## config.mk

```make
export PLATFORM = sky130hd
export DESIGN_NAME = modular_exponentiation_core
export DESIGN_NICKNAME = d
export VERILOG_FILES = /design/src/rtl/mexp_pkg.sv /design/src/rtl/modular_exponentiation_core.sv
export SDC_FILE = /design/constraint.sdc
export NUM_CORES = 2
export LEC_CHECK = 0
export BUFFER_PORTS_ARGS = -buffer_cell sky130_fd_sc_hd__buf_4
export CORE_ASPECT_RATIO = 1.5
export CORE_UTILIZATION = 65
export CTS_BUF_LIST = sky130_fd_sc_hd__clkbuf_16
export CTS_CLUSTER_DIAMETER = 40
export DETAILED_ROUTE_END_ITERATION = 12
export GPL_ROUTABILITY_DRIVEN = 0
export PLACE_DENSITY = 0.82
export SYNTH_ARGS = -nofsm -noshare
export SYNTH_HDL_FRONTEND = slang
export SYNTH_SLANG_ARGS = --single-unit
```

## constraint.sdc

```tcl
create_clock -name aclk -period 13.3 [get_ports aclk]
set_clock_uncertainty 0.1 [all_clocks]
set_input_delay 0.665 -clock aclk [delete_from_list [all_inputs] [get_ports aclk]]
set_output_delay 0.665 -clock aclk [all_outputs]
set_load 0.1 [all_outputs]
```

## src/rtl/mexp_pkg.sv

```systemverilog
// Shared constants for the modular exponentiation core: widths and register indexes.
package mexp_pkg;

    localparam int FIELD_W   = 63;
    localparam int TDATA_W   = 64;
    localparam int CFG_IDX_W = 1;

    localparam logic [CFG_IDX_W-1:0] CFG_EXPONENT = 1'b0;
    localparam logic [CFG_IDX_W-1:0] CFG_MODULUS  = 1'b1;

    localparam logic [FIELD_W-1:0] EXPONENT_RST = 63'd65537;
    localparam logic [FIELD_W-1:0] MODULUS_RST  = 63'd1;

endpackage

```

## src/rtl/modular_exponentiation_core.sv

```systemverilog
// Modular exponentiation core: base ^ exponent mod modulus, bit-serial square-and-multiply.
//
// Usage:
//   cfg channel (cfg_valid/cfg_ready, cfg_index, cfg_data) writes the exponent (index 0)
//   and the modulus (index 1); cfg_ready is always high. Write only while the core is idle.
//   s_ channel takes one base value per item; m_ channel returns one result per item.
//   Operands are taken in their low OPERAND_BITS bits.
// Sequence, with N = OPERAND_BITS: a zero exponent or a modulus of 0 or 1 goes straight
//   to the hold state. Otherwise the single shift-and-add modular multiplier, which
//   consumes one multiplier bit per cycle, runs the products in order: one product
//   reduces the base, then each of the N exponent bits costs a squaring plus a multiply
//   when the bit is set.
// Throughput: one item at a time; s_tready is high only while the engine is idle.
//   The result sits in an output register, so a new item is taken while the previous
//   result still waits on m_tready.
// Stall: a stalled receiver holds m_tvalid/m_tdata; a finished result then waits inside
//   the engine until the output register frees up.
// Reset: aresetn (synchronous, active low) empties the engine and output register and
//   loads exponent 65537 and modulus 1.
module modular_exponentiation_core #(
    parameter int OPERAND_BITS = 63
) (
    input  logic                             aclk,
    input  logic                             aresetn,
    // config write channel
    input  logic                             cfg_valid,
    output logic                             cfg_ready,
    input  logic [mexp_pkg::CFG_IDX_W-1:0]   cfg_index,
    input  logic [mexp_pkg::FIELD_W-1:0]     cfg_data,
    // input items
    input  logic                             s_tvalid,
    output logic                             s_tready,
    input  logic [mexp_pkg::TDATA_W-1:0]     s_tdata,   // [62:0] base_value, [63] zero
    // result items
    output logic                             m_tvalid,
    input  logic                             m_tready,
    output logic [mexp_pkg::TDATA_W-1:0]     m_tdata    // [62:0] power_result, [63] zero
);
    import mexp_pkg::*;

    localparam int N     = OPERAND_BITS;
    localparam int CNT_W = $clog2(N);
    localparam logic [CNT_W-1:0] LAST = CNT_W'(N - 1);

    typedef enum logic [1:0] {ST_IDLE, ST_RUN, ST_HOLD} state_t;
    typedef enum logic [1:0] {OP_REDUCE, OP_SQUARE, OP_MULT} op_t;

    state_t             state_reg, state_next;
    op_t                op_reg, op_next;
    logic [CNT_W-1:0]   bit_cnt_reg, bit_cnt_next;
    logic [CNT_W-1:0]   exp_cnt_reg, exp_cnt_next;
    logic               out_valid_reg, out_valid_next;
    logic [FIELD_W-1:0] exponent_reg, exponent_next;
    logic [FIELD_W-1:0] modulus_reg, modulus_next;

    logic [N-1:0]       m_reg, m_next;
    logic [N-1:0]       exp_reg, exp_next;
    logic [N-1:0]       base_reg, base_next;
    logic [N-1:0]       x_reg, x_next;
    logic [N-1:0]       y_reg, y_next;
    logic [N-1:0]       acc_reg, acc_next;
    logic [N-1:0]       val_reg, val_next;
    logic [N-1:0]       res_reg, res_next;

    // one multiplier bit per cycle: acc = 2*acc + (bit ? x : 0), both reduced mod m
    logic [N:0]   m_ext, dbl, sum;
    logic [N-1:0] red1, prod_w;
    logic         advance;

    always_comb begin
        m_ext  = {1'b0, m_reg};
        dbl    = {acc_reg, 1'b0};
        red1   = (dbl >= m_ext) ? N'(dbl - m_ext) : N'(dbl);
        sum    = {1'b0, red1} + (y_reg[N-1] ? {1'b0, x_reg} : {(N+1){1'b0}});
        prod_w = (sum >= m_ext) ? N'(sum - m_ext) : N'(sum);
    end

    always_comb begin
        state_next     = state_reg;
        op_next        = op_reg;
        bit_cnt_next   = bit_cnt_reg;
        exp_cnt_next   = exp_cnt_reg;
        out_valid_next = out_valid_reg;
        exponent_next  = exponent_reg;
        modulus_next   = modulus_reg;
        m_next         = m_reg;
        exp_next       = exp_reg;
        base_next      = base_reg;
        x_next         = x_reg;
        y_next         = y_reg;
        acc_next       = acc_reg;
        val_next       = val_reg;
        res_next       = res_reg;
        advance        = 1'b0;

        if (cfg_valid) begin
            case (cfg_index)
                CFG_EXPONENT: exponent_next = cfg_data;
                CFG_MODULUS:  modulus_next  = cfg_data;
                default: ;
            endcase
        end

        if (out_valid_reg && m_tready) begin
            out_valid_next = 1'b0;
        end

        case (state_reg)
            ST_IDLE: begin
                if (s_tvalid) begin
                    m_next   = modulus_reg[N-1:0];
                    exp_next = exponent_reg[N-1:0];
                    if (exponent_reg[N-1:0] == '0) begin
                        val_next   = N'(1);
                        state_next = ST_HOLD;
                    end else if (modulus_reg[N-1:0] <= N'(1)) begin
                        val_next   = '0;
                        state_next = ST_HOLD;
                    end else begin
                        // base mod m is the product 1 * base
                        op_next      = OP_REDUCE;
                        x_next       = N'(1);
                        y_next       = s_tdata[N-1:0];
                        acc_next     = '0;
                        bit_cnt_next = '0;
                        state_next   = ST_RUN;
                    end
                end
            end
            ST_RUN: begin
                acc_next     = prod_w;
                y_next       = y_reg << 1;
                bit_cnt_next = bit_cnt_reg + CNT_W'(1);
                if (bit_cnt_reg == LAST) begin
                    acc_next     = '0;
                    bit_cnt_next = '0;
                    case (op_reg)
                        OP_REDUCE: begin
                            // leading zero exponent bits just square 1, so scan all N bits
                            base_next    = prod_w;
                            exp_cnt_next = '0;
                            op_next      = OP_SQUARE;
                            x_next       = N'(1);
                            y_next       = N'(1);
                        end
                        OP_SQUARE: begin
                            val_next = prod_w;
                            if (exp_reg[N-1]) begin
                                op_next = OP_MULT;
                                x_next  = prod_w;
                                y_next  = base_reg;
                            end else begin
                                advance = 1'b1;
                            end
                        end
                        OP_MULT: begin
                            val_next = prod_w;
                            advance  = 1'b1;
                        end
                        default: op_next = OP_REDUCE;
                    endcase
                    if (advance) begin
                        if (exp_cnt_reg == LAST) begin
                            state_next = ST_HOLD;
                        end else begin
                            exp_next     = exp_reg << 1;
                            exp_cnt_next = exp_cnt_reg + CNT_W'(1);
                            op_next      = OP_SQUARE;
                            x_next       = prod_w;
                            y_next       = prod_w;
                        end
                    end
                end
            end
            ST_HOLD: begin
                if (!out_valid_reg || m_tready) begin
                    res_next       = val_reg;
                    out_valid_next = 1'b1;
                    state_next     = ST_IDLE;
                end
            end
            default: state_next = ST_IDLE;
        endcase
    end

    always_ff @(posedge aclk) begin
        m_reg    <= m_next;
        exp_reg  <= exp_next;
        base_reg <= base_next;
        x_reg    <= x_next;
        y_reg    <= y_next;
        acc_reg  <= acc_next;
        val_reg  <= val_next;
        res_reg  <= res_next;
        if (!aresetn) begin
            state_reg     <= ST_IDLE;
            op_reg        <= OP_REDUCE;
            bit_cnt_reg   <= '0;
            exp_cnt_reg   <= '0;
            out_valid_reg <= 1'b0;
            exponent_reg  <= EXPONENT_RST;
            modulus_reg   <= MODULUS_RST;
        end else begin
            state_reg     <= state_next;
            op_reg        <= op_next;
            bit_cnt_reg   <= bit_cnt_next;
            exp_cnt_reg   <= exp_cnt_next;
            out_valid_reg <= out_valid_next;
            exponent_reg  <= exponent_next;
            modulus_reg   <= modulus_next;
        end
    end

    assign cfg_ready = 1'b1;
    assign s_tready  = (state_reg == ST_IDLE);
    assign m_tvalid  = out_valid_reg;
    assign m_tdata   = TDATA_W'(res_reg);

`ifndef SYNTH
    a_acc_below_mod: assert property (@(posedge aclk) disable iff (!aresetn)
        (state_reg == ST_RUN) |-> (acc_reg < m_reg))
        else $error("partial product not reduced below modulus");

    a_base_reduced: assert property (@(posedge aclk) disable iff (!aresetn)
        (state_reg == ST_RUN && op_reg != OP_REDUCE) |-> (base_reg < m_reg))
        else $error("reduced base not below modulus");

    a_zero_exp: assert property (@(posedge aclk) disable iff (!aresetn)
        (s_tvalid && s_tready && exponent_reg[N-1:0] == '0)
        |=> (state_reg == ST_HOLD && val_reg == N'(1)))
        else $error("zero exponent did not yield one");
`endif

endmodule

```

Word level (Yosys, flattened, before mapping)
Index checks and enable logic that the tools add are counted.
{"block": "word_totals", "register_bits": 647, "in_bits": 133}
{"block": "op_classes", "add_sub_neg": 5, "n_lt_le_gt_ge": 3, "eq_ne": 16, "mux": 69, "n_bitwise": 1, "reduce_logical": 19}
{"operator": "2-to-1 mux 63 bit", "count": 30}
{"operator": "one-hot mux 63 bit (2 select lines)", "count": 7}
{"operator": "greater-or-equal comparator 64 x 63 -> 1 bit", "count": 2}
{"operator": "subtractor 63 bit", "count": 2}
{"operator": "adder 63 x 63 -> 64 bit", "count": 1}
{"operator": "less-or-equal comparator 63 x 1 -> 1 bit, second input constant", "count": 1}
{"operator": "logical NOT 63 bit", "count": 1}
{"operator": "2-to-1 mux 6 bit", "count": 7}
{"operator": "2-to-1 mux 2 bit", "count": 14}
{"operator": "AND reduction 5 bit", "count": 4}
{"operator": "!= test 2 bit, second input constant", "count": 9}
{"operator": "adder 6 x 1 -> 6 bit, second input constant", "count": 2}
{"operator": "== test 6 bit, second input constant", "count": 2}
{"operator": "one-hot mux 2 bit (3 select lines)", "count": 2}
{"operator": "one-hot mux 6 bit (2 select lines)", "count": 1}
{"operator": "AND reduction 2 bit", "count": 5}
{"operator": "2-to-1 mux 1 bit", "count": 6}
{"operator": "== test 2 x 1 -> 1 bit, second input constant", "count": 2}
{"operator": "== test 2 bit, second input constant", "count": 2}
{"operator": "logical NOT 2 bit", "count": 2}
{"operator": "one-hot mux 2 bit (2 select lines)", "count": 1}
{"operator": "AND reduction 4 bit", "count": 1}
{"operator": "!= test 3 x 1 -> 1 bit, second input constant", "count": 1}
{"operator": "AND reduction 3 bit", "count": 1}
{"operator": "other kinds (7)", "count": 7}

Depth between registers and ports, before layout
{"block": "logic_depth", "depth_word": 11, "ltp_mapped": 41, "depth_no_buf": 35}

Worst setup path after synthesis
No wires, ideal clock.
{"block": "synth_path", "kind": "reg2reg", "start": "register m_reg[0]", "end": "register y_reg[10], data pin", "setup_time_ns": 0.259, "arrival_time_ns": 8.401, "required_time_ns": 12.941, "setup_slack_ns": 4.540, "path_stages_with_launch": 38, "path_buffers": 5, "synth_period_minus_slack_ns": 8.760, "cell_sequence": "edfxtp_1 -> inv_1 -> fa_1 -> nand3_1 -> a21oi_1 -> or3_1 -> a41oi_1 -> o211a_1 -> o31ai_1 -> o311ai_1 -> a211o_1 -> clkbuf_1 -> clkbuf_1 -> nor2_1 -> ha_1 -> fa_1 -> a21oi_1 -> o211ai_1 -> [... 2 more ...] -> a21oi_1 -> o31ai_1 -> a21boi_0 -> xnor2_1 -> ha_1 -> clkbuf_1 -> and4_1 -> nor3b_1 -> nand2_1 -> or4_1 -> o211a_1 -> o2111ai_1 -> or3_1 -> buf_4 -> buf_6 -> mux2i_1 -> a21oi_1 -> a211o_1"}
{"block": "synth_via", "elab_chain_cells": 9}
{"element": "from (decl)", "line_no": "modular_exponentiation_core.sv:56", "source": "logic [N-1:0] m_reg, m_next;"}
{"element": "from (signal assigned)", "line_no": "modular_exponentiation_core.sv:187", "source": "m_reg <= m_next;"}
{"element": "subtractor 63 bit / greater-or-equal comparator 64 x 63 -> 1 bit (equally long branches)", "line_no": "modular_exponentiation_core.sv:73", "source": "red1 = (dbl >= m_ext) ? N'(dbl - m_ext) : N'(dbl);"}
{"element": "2-to-1 mux 63 bit", "line_no": "modular_exponentiation_core.sv:73"}
{"element": "adder 63 x 63 -> 64 bit", "line_no": "modular_exponentiation_core.sv:74", "source": "sum = {1'b0, red1} + (y_reg[N-1] ? {1'b0, x_reg} : {(N+1){1'b0}});"}
{"element": "subtractor 63 bit / greater-or-equal comparator 64 x 63 -> 1 bit (equally long branches)", "line_no": "modular_exponentiation_core.sv:75", "source": "prod_w = (sum >= m_ext) ? N'(sum - m_ext) : N'(sum);"}
{"element": "2-to-1 mux 63 bit (*)", "line_no": "modular_exponentiation_core.sv:75"}
{"element": "2-to-1 mux 63 bit (*)", "line_no": "modular_exponentiation_core.sv:163", "source": "if (exp_cnt_reg == LAST) begin"}
{"element": "2-to-1 mux 63 bit (*)", "line_no": "modular_exponentiation_core.sv:162", "source": "if (advance) begin"}
{"element": "2-to-1 mux 63 bit (*)", "line_no": "modular_exponentiation_core.sv:134", "source": "if (bit_cnt_reg == LAST) begin"}
{"element": "one-hot mux 63 bit (2 select lines) (*)", "line_no": "modular_exponentiation_core.sv:108", "source": "case (state_reg)"}
{"element": "named net y_next[10]", "line_no": "modular_exponentiation_core.sv:60", "source": "logic [N-1:0] y_reg, y_next;"}
{"element": "to (signal assigned)", "line_no": "modular_exponentiation_core.sv:191", "source": "y_reg <= y_next;"}
{"element": "to (decl)", "line_no": "modular_exponentiation_core.sv:60"}
The timed path passes the listed nets; every way through them passes the cells marked *.
A chain may end at the register's enable or synchronous reset.

Worst setup path in the final report
{"block": "layout_path", "start": "register m_reg[22]", "end": "register x_reg[31], data pin"}
{"block": "layout_via", "elab_chain_cells": 11}
{"element": "subtractor 63 bit / greater-or-equal comparator 64 x 63 -> 1 bit (equally long branches)", "line_no": "modular_exponentiation_core.sv:73"}
{"element": "2-to-1 mux 63 bit", "line_no": "modular_exponentiation_core.sv:73"}
{"element": "adder 63 x 63 -> 64 bit", "line_no": "modular_exponentiation_core.sv:74"}
{"element": "subtractor 63 bit / greater-or-equal comparator 64 x 63 -> 1 bit (equally long branches)", "line_no": "modular_exponentiation_core.sv:75"}
{"element": "2-to-1 mux 63 bit (*)", "line_no": "modular_exponentiation_core.sv:75"}
{"element": "2-to-1 mux 63 bit", "line_no": "modular_exponentiation_core.sv:148", "source": "if (exp_reg[N-1]) begin"}
{"element": "one-hot mux 63 bit (2 select lines)", "line_no": "modular_exponentiation_core.sv:137", "source": "case (op_reg)"}
{"element": "2-to-1 mux 63 bit", "line_no": "modular_exponentiation_core.sv:163"}
{"element": "2-to-1 mux 63 bit (*)", "line_no": "modular_exponentiation_core.sv:162"}
{"element": "2-to-1 mux 63 bit (*)", "line_no": "modular_exponentiation_core.sv:134"}
{"element": "one-hot mux 63 bit (2 select lines) (*)", "line_no": "modular_exponentiation_core.sv:108"}
{"element": "to (signal assigned)", "line_no": "modular_exponentiation_core.sv:190", "source": "x_reg <= x_next;"}
{"element": "to (decl)", "line_no": "modular_exponentiation_core.sv:59", "source": "logic [N-1:0] x_reg, x_next;"}
Mark *: on every way between the ends. The rest lies on a longest branch, timed or not. The select of a mux whose other input is x is not followed.

==> results.toml <==
[status]
outcome = "complete, but fails checks"
violations = "max-capacitance violations"

[cts]
numCtsBuffers = 69
cts_tree = "yes"
hold_buffers = 0
cts.repair.resized = 0
cts.reportedPaths.clkPinSlew_ns = 0.06
root_buffer = "clkbuf_16"
cts_sinks = 647
clockBufferDepth = 3
htreeDepth = 3
cts_setup_buffers = 0
clock_latency_ns = 0.63

[global_route]
grt_usage = 0.417
grt_pass1_vias = 32800
antenna_found_initial = 4
grt_max_degree = 86
grt_pass1_wl_mm = 190
grt_overflow = 0

[synth]
syn-num-nets = 4558
yosysWarnings = 0
synth_area_per_cell_um2 = 9.18
netlist_instances = 4225
synth_seq_cells = 647
async_reset_ff_frac = 0
synth_flop_cell = "edfxtp_1"
syn_area_um2 = 38800
synthDistinctLibCells = 81
synth_edf_count = 504
synth_seq_area_share = 0.464

[critical_path]
critPathKind = "flip-flop to flip-flop"
crit_path_max_fanout = 46
cp-end-kind = "flip-flop"
worstPathRequired_ns = 13.53
max_stage_delay_ns = 1.04
crit_path_top_delay_cell = "o21ai_0"
cp.arrival_ns = 12.47
cp-start-kind = "flip-flop"

[layout]
drive_gt1_frac = 0.0981
synthToLayoutAreaGrowth_pct = 11.4
layout.nets = 4630

[timing]
holdWs_ns = 0.183
tns_ns = 0
worst_slew_pin_slew_ns = 1.48
setup_ws_ns = 1.06
timing.fmax_mhz = 81.7
drv_slew = 0
finalCriticalPeriod_ns = 12.24
grt_setup_unrepaired = "false"
hold_violations = 0
post-route-period-util = 0.921
setup_violations = 0
slew_headroom = 0.00148

[routing]
dr.pass1.iters = 9
maxUsedRoutingLayer = "met5"
drt-total-wl_mm = 127
vias_per_cell = 6.67
vias = 34200
met1_length_mm = 42.2
wl_met2_mm = 59.4
drtIter0Drc = 3839
post_drt_wl_per_cell_um = 24.7
ant_nets = 0
wl_met3_mm = 11.5
drc = 0

[floorplan]
core_um2 = 58900
die_h_um = 301
rows = 109
die-area_um2 = 60700
start_util = 0.658
die_w_um = 201
pin_count = 200

[place]
pre_cts_ws_ns = 1.99
numPortBuffers = 196
dpl.hpwl_mm = 89.7

[worst_hold_path]
holdCritPathClass = "primary input to flip-flop"

[job]
max_cap_viol_count = 1
-- cell usage in the layout (no fill, tap or decap), types with 61 or more instances in the layout --
| cell type | count |
|---|---|
| dfxtp_1 | 143 |
| xor2_1 | 76 |
| a21o_1 | 107 |
| ha_1 | 197 |
| edfxtp_1 | 504 |
| and3_1 | 72 |
| nand4_1 | 61 |
| nor2_1 | 271 |
| and2_1 | 101 |
| a21oi_1 | 402 |
| nand3_1 | 70 |
| xnor2_1 | 91 |
| o21ai_0 | 235 |
| buf_4 | 249 |
| clkbuf_16 | 71 |
| nand2_1 | 742 |
| inv_1 | 176 |
-- routing by layer --
| metal | vias to the layer above | track usage |
|---|---|---|
| met5 | - | 0 |
| met4 | 6 | 0.395 |
| met3 | 662 | 0.0994 |
| met2 | 2051 | 0.676 |
| met1 | 16000 | 0.447 |
| li1 | 15500 | - |
-- synth_stat cells (8+ instances only) --
master     count  area, um^2
nand2_1      744        2790
edfxtp_1     504       15100
a21oi_1      404        2020
nor2_1       277        1040
o21ai_0      238        1190
clkbuf_1     225         845
ha_1         197        2460
inv_1        174         653
dfxtp_1      143        2860
a21o_1       107         803
and2_1       103         644
xnor2_1       91         797
xor2_1        76         666
and3_1        73         457
nand3_1       71         355
nand4_1       61         382
nor3_1        56         280
a221oi_1      54         473
a31oi_1       48         300
nor4_1        46         288
mux2i_1       42         420
a211o_1       39         342
a211oi_1      39         293
o21bai_1      33         248
a2bb2oi_1     29         254
o31ai_1       25         188
a21boi_0      23         173
o21a_1        21         158
nand2b_1      19         119
o211ai_1      19         143
nor2b_1       18         113
or3_1         16         100
a22oi_1       15         113
a221o_1       11         110
a22o_1        10        87.6
and4_1        10        87.6
a31o_2         9        78.8
o21ai_1        9        45.0
a2111oi_0      8        70.1
mux2_2         8        90.1
-- kinds of logic after synthesis --
| logic type | count (synthesis) | synth area share |
|---|---|---|
| mux | 50 | 0.0132 |
| flops | 647 | 0.464 |
| other cells | 2 | 0.000194 |
| fa+ha+maj | 200 | 0.0651 |
| compound gates | 1204 | 0.198 |
| simple gates | 1531 | 0.179 |
| buf+inv | 424 | 0.0426 |
| xor+xnor | 167 | 0.0377 |
-- critical path: cells and delay by family (launching register included) --
family                     cells  cell delay (ns)
adders and majority gates      3             1.28
and+or+nand+nor               11             4.30
muxes                          1             0.97
xor gates and xnor gates       1             0.20
AOI/OAI and AO/OA             10             3.83
buffers and inverters          3             0.89
DFF                            1             0.33
-- final timing paths --
path / start / endpoint / slack (ns) / cells past startpoint
setup / recovery: m_reg[22] / x_reg[31] / 1.06 / 29
hold / removal: cfg_data[16] / exponent_reg[16] / 0.18 / 3
setup reg to reg: m_reg[22] / x_reg[31] / 1.06 / 29
hold reg to reg: val_reg[56] / res_reg[56] / 0.31 / 0
-- per-stage QoR --
step,instance area (um^2),std cells,utilization
final,43200,5131,0.733
after global placement,40800,5002,0.692
after CTS,43200,5129,0.733
after detailed placement,40800,5002,0.692
after floorplan,38800,4225,-
after global routing,43200,5130,0.733
-- final cells by class --
cell class,instances,area (um^2)
multi-input cells,3154,19300
flip-flops and latches,647,18000
fillers,4337,15700
repair buffers,249,1870
clock buffers,71,1780
well taps,777,972
inverters,176,664
clock inverters,56,637
diodes,1,2.50
Power is not shown: default switching activity piles up to over one toggle a cycle in this logic, so the estimate is an artifact.
